### src/hw/rtl/bol_pkg.sv
// ----------------------------------------------------------------------------
// bol_pkg
// shared types and constants for the bounded ordered list
// ----------------------------------------------------------------------------
package bol_pkg;

  localparam int unsigned Capacity = 16;
  localparam int unsigned IdxW     = $clog2(Capacity);
  localparam int unsigned CntW     = $clog2(Capacity + 1);

  typedef enum logic [1:0] {
    REQ_INS_HEAD = 2'd0,
    REQ_INS_TAIL = 2'd1,
    REQ_DELETE   = 2'd2,
    REQ_DUMP     = 2'd3
  } req_e;

  typedef enum logic [1:0] {
    ST_OK     = 2'd0,
    ST_FULL   = 2'd1,
    ST_BADPOS = 2'd2,
    ST_EMPTY  = 2'd3
  } status_e;

  // controller to datapath
  typedef struct packed {
    logic ins_head;
    logic ins_tail;
    logic del;
    logic dump_rst;
    logic dump_adv;
  } cmd_t;

  // datapath to controller
  typedef struct packed {
    logic full;
    logic empty;
    logic pos_bad;
    logic dump_last;
  } stat_t;

endpackage

### src/hw/rtl/bol_datapath.sv
// ----------------------------------------------------------------------------
// bol_datapath
// shifting cell array, fill count and dump pointer
// ----------------------------------------------------------------------------
module bol_datapath (
  input  logic                       clk_i,
  input  logic                       rst_ni,
  input  bol_pkg::cmd_t              cmd_i,
  input  logic signed [31:0]         new_value_i,
  input  logic [4:0]                 position_i,
  output bol_pkg::stat_t             stat_o,
  output logic signed [31:0]         dump_value_o,
  output logic [bol_pkg::CntW-1:0]   count_o
);
  import bol_pkg::*;

  logic signed [31:0] cells_q [Capacity];
  logic [CntW-1:0]    count_q;
  logic [IdxW-1:0]    rd_q;
  logic [IdxW-1:0]    del_idx;
  logic [4:0]         pos_m1;

  assign pos_m1  = position_i - 5'd1;
  assign del_idx = IdxW'(pos_m1);

  // each cell shifts from its neighbor on head insert and delete
  always_ff @(posedge clk_i) begin
    for (int i = 0; i < Capacity; i++) begin
      if (cmd_i.ins_head) begin
        if (i == 0) cells_q[i] <= new_value_i;
        else        cells_q[i] <= cells_q[i-1];
      end else if (cmd_i.ins_tail) begin
        if (CntW'(i) == count_q) cells_q[i] <= new_value_i;
      end else if (cmd_i.del) begin
        if (i < Capacity - 1 && IdxW'(i) >= del_idx) cells_q[i] <= cells_q[i+1];
      end
    end
  end

  // fill count and dump pointer
  always_ff @(posedge clk_i or negedge rst_ni) begin
    if (!rst_ni) begin
      count_q <= '0;
      rd_q    <= '0;
    end else begin
      if (cmd_i.ins_head || cmd_i.ins_tail) count_q <= count_q + CntW'(1);
      else if (cmd_i.del)                   count_q <= count_q - CntW'(1);
      if (cmd_i.dump_rst)      rd_q <= '0;
      else if (cmd_i.dump_adv) rd_q <= rd_q + IdxW'(1);
    end
  end

  assign stat_o.full      = (count_q == CntW'(Capacity));
  assign stat_o.empty     = (count_q == '0);
  assign stat_o.pos_bad   = (position_i == 5'd0) || (CntW'(position_i) > count_q) ||
                            (position_i > 5'(Capacity));
  assign stat_o.dump_last = (CntW'(rd_q) + CntW'(1) == count_q);
  assign dump_value_o     = cells_q[rd_q];
  assign count_o          = count_q;
endmodule

### src/hw/rtl/bol_ctrl.sv
// ----------------------------------------------------------------------------
// bol_ctrl
// request sequencer and output register
// ----------------------------------------------------------------------------
module bol_ctrl (
  input  logic                     clk_i,
  input  logic                     rst_ni,
  input  logic                     in_valid_i,
  output logic                     in_stall_o,
  input  logic [1:0]               req_type_i,
  output logic                     out_valid_o,
  input  logic                     out_stall_i,
  output logic signed [31:0]       item_value_o,
  output logic [1:0]               status_o,
  output logic                     last_item_o,
  output logic [4:0]               entry_count_o,
  output bol_pkg::cmd_t            cmd_o,
  input  bol_pkg::stat_t           stat_i,
  input  logic signed [31:0]       dump_value_i,
  input  logic [bol_pkg::CntW-1:0] count_i
);
  import bol_pkg::*;

  typedef enum logic [1:0] {
    S_IDLE = 2'b01,
    S_DUMP = 2'b10
  } state_e;

  state_e state_q, state_d;
  logic   ov_q;
  logic   slot_free, accept, dump_emit;
  logic signed [31:0] val_q;
  logic [1:0] st_q;
  logic last_q;
  logic [4:0] cnt_q;
  req_e req;

  assign req        = req_e'(req_type_i);
  assign slot_free  = !ov_q || !out_stall_i;
  assign in_stall_o = (state_q != S_IDLE) || !slot_free;
  assign accept     = in_valid_i && !in_stall_o;
  assign dump_emit  = (state_q == S_DUMP) && slot_free;

  // commands to the datapath
  always_comb begin
    cmd_o          = '0;
    cmd_o.ins_head = accept && req == REQ_INS_HEAD && !stat_i.full;
    cmd_o.ins_tail = accept && req == REQ_INS_TAIL && !stat_i.full;
    cmd_o.del      = accept && req == REQ_DELETE && !stat_i.pos_bad;
    cmd_o.dump_rst = accept && req == REQ_DUMP;
    cmd_o.dump_adv = dump_emit;
  end

  // next state
  always_comb begin
    state_d = state_q;
    unique case (state_q)
      S_IDLE: if (accept && req == REQ_DUMP && !stat_i.empty) state_d = S_DUMP;
      S_DUMP: if (dump_emit && stat_i.dump_last) state_d = S_IDLE;
      default: state_d = S_IDLE;
    endcase
  end

  always_ff @(posedge clk_i or negedge rst_ni) begin
    if (!rst_ni) begin
      state_q <= S_IDLE;
      ov_q    <= 1'b0;
    end else begin
      state_q <= state_d;
      if (accept && !(req == REQ_DUMP && !stat_i.empty)) ov_q <= 1'b1;
      else if (dump_emit)                                ov_q <= 1'b1;
      else if (!out_stall_i)                             ov_q <= 1'b0;
    end
  end

  // output item register
  always_ff @(posedge clk_i) begin
    if (dump_emit) begin
      val_q  <= dump_value_i;
      st_q   <= ST_OK;
      last_q <= stat_i.dump_last;
      cnt_q  <= 5'(count_i);
    end else if (accept) begin
      val_q  <= '0;
      last_q <= 1'b1;
      unique case (req)
        REQ_INS_HEAD, REQ_INS_TAIL: begin
          st_q  <= stat_i.full ? ST_FULL : ST_OK;
          cnt_q <= stat_i.full ? 5'(count_i) : 5'(count_i + CntW'(1));
        end
        REQ_DELETE: begin
          st_q  <= stat_i.pos_bad ? ST_BADPOS : ST_OK;
          cnt_q <= stat_i.pos_bad ? 5'(count_i) : 5'(count_i - CntW'(1));
        end
        REQ_DUMP: begin
          st_q  <= ST_EMPTY;
          cnt_q <= 5'(count_i);
        end
        default: st_q <= ST_OK;
      endcase
    end
  end

  assign out_valid_o   = ov_q;
  assign item_value_o  = val_q;
  assign status_o      = st_q;
  assign last_item_o   = last_q;
  assign entry_count_o = cnt_q;

  // no request taken during a dump
  a_no_accept_dump: assert property (@(posedge clk_i) disable iff (!rst_ni)
    state_q == S_DUMP |-> !accept) else $error("accept during dump");
  // count within capacity
  a_cnt_range: assert property (@(posedge clk_i) disable iff (!rst_ni)
    count_i <= CntW'(Capacity)) else $error("count overflow");
  // a dump never runs on an empty list
  a_dump_nonempty: assert property (@(posedge clk_i) disable iff (!rst_ni)
    state_q == S_DUMP |-> !stat_i.empty) else $error("dump of empty list");
endmodule

### src/hw/rtl/bounded_ordered_list.sv
// ----------------------------------------------------------------------------
// bounded_ordered_list
// ordered list of signed values with head/tail insert, delete and dump
// ----------------------------------------------------------------------------
// Insert and delete requests update the cells in place and produce one status
// item. A dump produces one item per entry (ST_EMPTY if none), one per cycle
// when the output does not stall, stalling the input until the last entry;
// the dump pointer walks the cell array. Output stall stretches all of this.
module bounded_ordered_list (
  input  logic               clk_i,
  input  logic               rst_ni,
  input  logic               in_valid_i,
  output logic               in_stall_o,
  input  logic [1:0]         req_type_i,
  input  logic signed [31:0] new_value_i,
  input  logic [4:0]         position_i,
  output logic               out_valid_o,
  input  logic               out_stall_i,
  output logic signed [31:0] item_value_o,
  output logic [1:0]         status_o,
  output logic               last_item_o,
  output logic [4:0]         entry_count_o
);
  import bol_pkg::*;

  cmd_t               cmd;
  stat_t              stat;
  logic signed [31:0] dump_value;
  logic [CntW-1:0]    count;

  bol_ctrl u_ctrl (
    .clk_i, .rst_ni, .in_valid_i, .in_stall_o, .req_type_i,
    .out_valid_o, .out_stall_i, .item_value_o, .status_o, .last_item_o,
    .entry_count_o, .cmd_o(cmd), .stat_i(stat), .dump_value_i(dump_value),
    .count_i(count)
  );

  bol_datapath u_dp (
    .clk_i, .rst_ni, .cmd_i(cmd), .new_value_i, .position_i,
    .stat_o(stat), .dump_value_o(dump_value), .count_o(count)
  );
endmodule
### config.mk
export PLATFORM = sky130hd
export DESIGN_NAME = bounded_ordered_list
export DESIGN_NICKNAME = d
export VERILOG_FILES = /design/src/hw/rtl/bol_pkg.sv /design/src/hw/rtl/bol_datapath.sv /design/src/hw/rtl/bol_ctrl.sv /design/src/hw/rtl/bounded_ordered_list.sv
export SDC_FILE = /design/constraint.sdc
export NUM_CORES = 1
export LEC_CHECK = 0
export ABC_AREA = 1
export BUFFER_PORTS_ARGS = -buffer_cell sky130_fd_sc_hd__buf_2
export CORE_ASPECT_RATIO = 0.8
export CORE_MARGIN = 2
export CORE_UTILIZATION = 40
export DETAILED_ROUTE_END_ITERATION = 6
export PLACE_DENSITY = 0.56
export SETUP_SLACK_MARGIN = 0.4
export SLEW_MARGIN = 25
export SYNTH_ARGS = -nofsm -noshare
export SYNTH_HDL_FRONTEND = slang
export SYNTH_SLANG_ARGS = --single-unit
### constraint.sdc
create_clock -name clk_i -period 3.99 [get_ports clk_i]
set_input_delay 0 -clock clk_i [delete_from_list [all_inputs] [get_ports clk_i]]
set_output_delay 0 -clock clk_i [all_outputs]
set_load 0.03 [all_outputs]
== Yosys cells after proc, flatten, opt, wreduce, memory -nomap -nowiden ==
Memories as Yosys holds them, arrays and structs flattened.
Cells that the tools add are included.
Word-level totals
  register bits after elaboration: 52
  bits in writable memories: 512
  input bits: 43
  word-level logic and storage cells: 316
  memories kept: 1
Cells by class
  add/sub/neg operators: 5
  magnitude comparators: 17
  eq/ne operators: 26
  multiplexer cells: 194
  bitwise logic cells: 31
  reduce and logical (&&, ||, !) cells: 34
Memories
  u_dp.cells_q: words 16, bits a word 32, read ports 17, clocked after Yosys merged registers in 0, wr ports 16, RTL line bol_datapath.sv:17  | logic signed [31:0] cells_q [Capacity];
Operator list (count)
  32-bit two-way mux: 33
  1-bit two-way mux: 147
  4-bit by 5-bit equality test with 1-bit output, first input constant: 8
  1-bit OR: 31
  5-bit two-way mux: 6
  4-bit greater-or-equal comparator, first input constant: 7
  3-bit by 5-bit equality test with 1-bit output, first input constant: 4
  3-bit by 4-bit greater-or-equal comparator with 1-bit output, first input constant: 4
  5-bit one-hot mux with 3 select lines: 1
  1-bit logical AND: 13
  2-bit by 5-bit equality test with 1-bit output, first input constant: 2
  5-bit logical NOT: 2
  1-bit by 4-bit greater-or-equal comparator with 1-bit output, first input constant: 2
  2-bit by 4-bit greater-or-equal comparator with 1-bit output, first input constant: 2
  1-bit logical NOT: 8
  4-bit two-way mux: 2
  2-bit equality test, second input constant: 3
  2-bit two-way mux: 3
  2-bit one-hot mux with 3 select lines: 1
  2-bit nonzero test: 3
  4-bit by 1-bit adder with 5-bit output, second input constant: 1
  5-bit by 1-bit adder with 5-bit output, second input constant: 1
  1-bit by 5-bit equality test with 1-bit output, first input constant: 1
  5-bit equality test: 1
  other kinds (15): 21

== Longest topological paths before layout ==
  word-level depth: 13
  gate-level depth with buffers: 17

== Hierarchy ==
From an unflattened synthesis, not the netlist that was laid out.
Unflattened totals
  cell total of the unflattened synthesis: 4796
  area, all modules: 34996.1 um2
Modules (own cells, without submodules)
  bol_datapath: times used 1, cells each 4604, area an instance 33081.7 um2, seq. area each 15600.0 um2
  bol_ctrl: times used 1, cells each 192, area an instance 1914.3 um2, seq. area each 1257.5 um2

== Worst setup path after synthesis ==
OpenSTA, ideal clock, no wires.
  path type: register to register
  from: reg u_dp.count_q[0] (netlist: u_dp.count_o[0])
  to: mem u_dp.cells_q[0][0] (enable)
  setup time: 0.431 ns
  arrival time: 2.797 ns
  required time: 3.559 ns
  path slack: 0.763 ns
  stages on the path, launching flop included: 8
  path buffers: 0
  path through: dfrtp_1 -> inv_1 -> ha_1 -> inv_1 -> nor3_4 -> nor2_4 -> nand2_4 -> o211ai_1
RTL lines
  start: declaration: RTL line bol_datapath.sv:18  | logic [CntW-1:0] count_q;
  start signal: assignment: RTL line bol_datapath.sv:46  | if (cmd_i.ins_head || cmd_i.ins_tail) count_q <= count_q + CntW'(1);
  start signal: assignment: RTL line bol_datapath.sv:47  | else if (cmd_i.del) count_q <= count_q - CntW'(1);
  end: declaration: RTL line bol_datapath.sv:17

== Final worst setup path ==
  from: reg u_dp.count_q[3] (netlist: u_dp.count_o[3])
  to: reg u_ctrl.st_q[1] (netlist: u_ctrl.status_o[1])
Between the ends
  longest elaborated chain between the ends: 5
Ends and longest elaborated chain
  5-bit greater-than comparator: RTL line bol_datapath.sv:55  | assign stat_o.pos_bad = (position_i == 5'd0) || (CntW'(position_i) > count_q) ||
  1-bit logical OR (2 in a row): RTL line bol_datapath.sv:55
  2-bit two-way mux: RTL line bol_ctrl.sv:92  | st_q <= stat_i.pos_bad ? ST_BADPOS : ST_OK;
  2-bit one-hot mux with 3 select lines: RTL line bol_ctrl.sv:86  | unique case (req)
  end signal: assignment: RTL line bol_ctrl.sv:88  | st_q <= stat_i.full ? ST_FULL : ST_OK;
  end signal: assignment: RTL line bol_ctrl.sv:92
  end: declaration: RTL line bol_ctrl.sv:33  | logic [1:0] st_q;
No other way between the ends.
A chain may end at the register's enable or synchronous reset.

==> reports/metrics.csv <==
metric;value;unit
status;complete, no violations;
utilization after layout;45.05;%
dpl cells;5404;
Fmax achieved;294.7;MHz
largest net degree at the start of global routing;188;
most numerous cell in the Yosys netlist;nand2_1;
P_int;11.34;mW
vias in the first global route;29490;
multi-input logic area;15110;µm²
PortBufs;84;
Antenna Nets Post-Route;0;
Power Total;16.60;mW
antenna violations before repair;0;
die width;331.2;µm
# IOs;85;
fin area;38020;µm²
syn_area_per_cell;7.701;µm²
Final #Nets;4460;
post-detail-place hpwl;80510;µm
vias per cell;5.921;
share of cells above drive strength 1;8.345;%
relative slew slack;25.17;%
Synth area leader;edfxtp_1;
Root Driver;clkbuf_16;
via count;32930;
WL/cell;24.45;µm
worst vdd ir;0.3341;mV
Final period util;85.03;%
htree depth;3;
arrival time at the worst endpoint;3.90;ns
die area;88010;µm²
clk_skew;0.01770;ns
CTS tree;built;
Seq cells post-synth;564;
Clock Power Share;36.1;%
Layout Cells excl Fill;5561;
Worst Tran Pin Value;1.122;ns
CP max FO;10;
synth unique cells;41;
PwrDens;436.6;nW/µm²
initial drt markers;4761;
warnings from Yosys;0;
final setup vio count;0;
1st-pass router iterations;6;
Hold Violations, Final;0;
Cell Area, Synth;34250;µm²
area share of the largest cell type after synthesis;48.22;%
Final Max Slew Viols;0;
Switching Share;31.68;%
Initial Utilization;40.59;%
grt ovf;0;
drt drc;0;
# rows;95;
xor/xnor cell area share of the yosys netlist;0.4347;%
Synth Area in Compound Gates;14.90;%
Flop pwr share;44.6;%
post_cts resized;0;
Layout area overhead;11.00;%
Total GRT Usage;30.43;%
nature of the critical path startpoint;flop;
Net Count, Synth;4507;
Worst setup EP type;flop;
# fillers;8512;
post-CTS setup buffers;0;
CORE AREA;84390;µm²
maxcap violations;0;
Clock Path Buffers;3;
Synth Area in Adders;0.5844;%
largest cells by area after synthesis;edfxtp_1 (48%), nand2_1 (19%), o21ai_0 (7.9%);
Worst-path clk slew;0.06;ns
Synth Instances;4448;
simple-gate share of the synthesized area;27.61;%
WL final;136000;µm
Sw Pwr;5.259;mW
Setup TNS;0;ns
dpl cell area;35580;µm²
Die Ht;265.7;µm
Leak;16.22;nW
RSZ-0062 raised after global routing;no;
Reg area;16870;µm²
Combinational Power Share;19.3;%
hold-fix buffers at CTS;43;
class of the worst hold path;in2reg;
Clk Latency, worst-skew pair;0.62;ns
total CTS buffers;67;
Most used DFF post-synth;edfxtp_1;
CTS sink cnt;564;
n_diodes;0;
main combinational cell family by area after synthesis;simple AND/OR/NAND/NOR gates;
first-pass GRT wire length;199100;µm
Worst Path Required;4.50;ns
Seq/Total Area, Yosys;49.21;%
post-synthesis mux area share;0;%
commonest cells in the netlist;nand2_1 (1771), edfxtp_1 (550), o21ai_0 (540), nand3_1 (339), nor2_1 (219);
crit path kind;reg2reg;
ys async rst share;2.128;%
Final GP Congestion;0.8804;
Post-synth EDFFs;550;
Tmin final;3.393;ns
per-stage QoR:
step	hold slack [ns]	worst slack, ns
floorplan	-0.2956	0.7627
global placement	-0.08157	0.8088
detailed placement	-0.07893	0.7360
CTS	0.05962	0.6165
global route	0.1313	0.4344
finish	0.08273	0.5973
flip-flops by register name, indices dropped and copies added (netlist names):
signal,count
u_ctrl.last_item_o,1
u_ctrl.status_o,2
u_ctrl.out_valid_o,1
u_ctrl.item_value_o,32
u_dp.count_o,5
u_ctrl.entry_count_o,5
u_dp.cells_q,512
u_dp.rd_q,4
u_ctrl.state_q,2
worst max-delay path: stages, from the launching register on:
cell and delay (ns):
dfrtp_1 0.42, inv_2 0.21, ha_1 0.27, nand2_1 0.09
nor2_1 0.06, nand2_1 0.06, nand3_1 0.06, nand2_1 0.10
nand2_1 0.11, nand2_1 0.11, nand2_1 0.07, dlygate4sd3_1 0.56
nand2_1 0.06, dlygate4sd3_1 0.54, nand2_1 0.04, dlygate4sd3_1 0.54
final timing paths:
kind	from	to	slack, ns	cells past startpoint
hold / removal	position_i[4]	u_dp.count_o[4]$_DFFE_PN0P_	0.08	6
setup / recovery	u_dp.count_o[3]$_DFFE_PN0P_	u_ctrl.status_o[1]$_SDFFE_PP0P_	0.60	15
setup reg to reg	u_dp.count_o[3]$_DFFE_PN0P_	u_ctrl.status_o[1]$_SDFFE_PP0P_	0.60	15
max in group asynchronous	rst_ni	u_dp.rd_q[0]$_DFFE_PN0P_	2.44	4
min in group asynchronous	rst_ni	u_ctrl.state_q[0]$_DFFE_PN1P_	0.43	3
hold reg to reg	u_ctrl.status_o[0]$_SDFFE_PP0P_	u_ctrl.status_o[0]$_SDFFE_PP0P_	0.54	2
layout make-up:
cell class / count / area share [%]
Sequential cell: 564 / 44.37
Multi-Input combinational cell: 3336 / 39.75
Timing Repair Buffer: 240 / 4.995
Clock buffer: 90 / 4.860
Tap cell: 1115 / 3.669
Inverter: 192 / 1.925
Clock inverter: 24 / 0.4311
layout by cell type, fill, tap and decap left out, types with 23 or more instances in the layout:
cell type / netlist / routed
nor2_1: 219 / 215
buf_2: 110 / 84
a21oi_1: 103 / 103
o221ai_1: 52 / 52
nand2_1: 1771 / 1756
nand3_1: 339 / 323
o21ai_1: 148 / 147
dlygate4sd3_1: 0 / 43
inv_1: 176 / 173
o211ai_1: 78 / 78
buf_4: 15 / 97
o21ai_0: 540 / 540
edfxtp_1: 550 / 550
nand2_2: 8 / 23
clkbuf_16: 0 / 71
routing by layer:
metal	track usage, %	part of all wire (%)
met5	0	0
met4	9.946	3.2
met3	6.254	12
met2	44.25	42
met1	44.93	43
cell families after synthesis:
family	after synthesis
AND/OR/NAND/NOR	2369
XOR/XNOR	14
adder cells (fa/ha/maj)	16
buffers and inverters	548
flip-flops	564
AO/OA/AOI/OAI	937
power by group through the flow:
stage | sequential, mW | clock (mW) | combinational (mW)
after floorplan | 7.53 | 0 | 1.91
after global placement | 7.51 | 0 | 3.07
after detailed placement | 7.50 | 0 | 3.09
after CTS | 7.39 | 6.04 | 3.14
after global routing | 7.44 | 6.27 | 3.50
final | 7.40 | 6.00 | 3.21
Note: power is estimated with default switching activity, not from simulation.
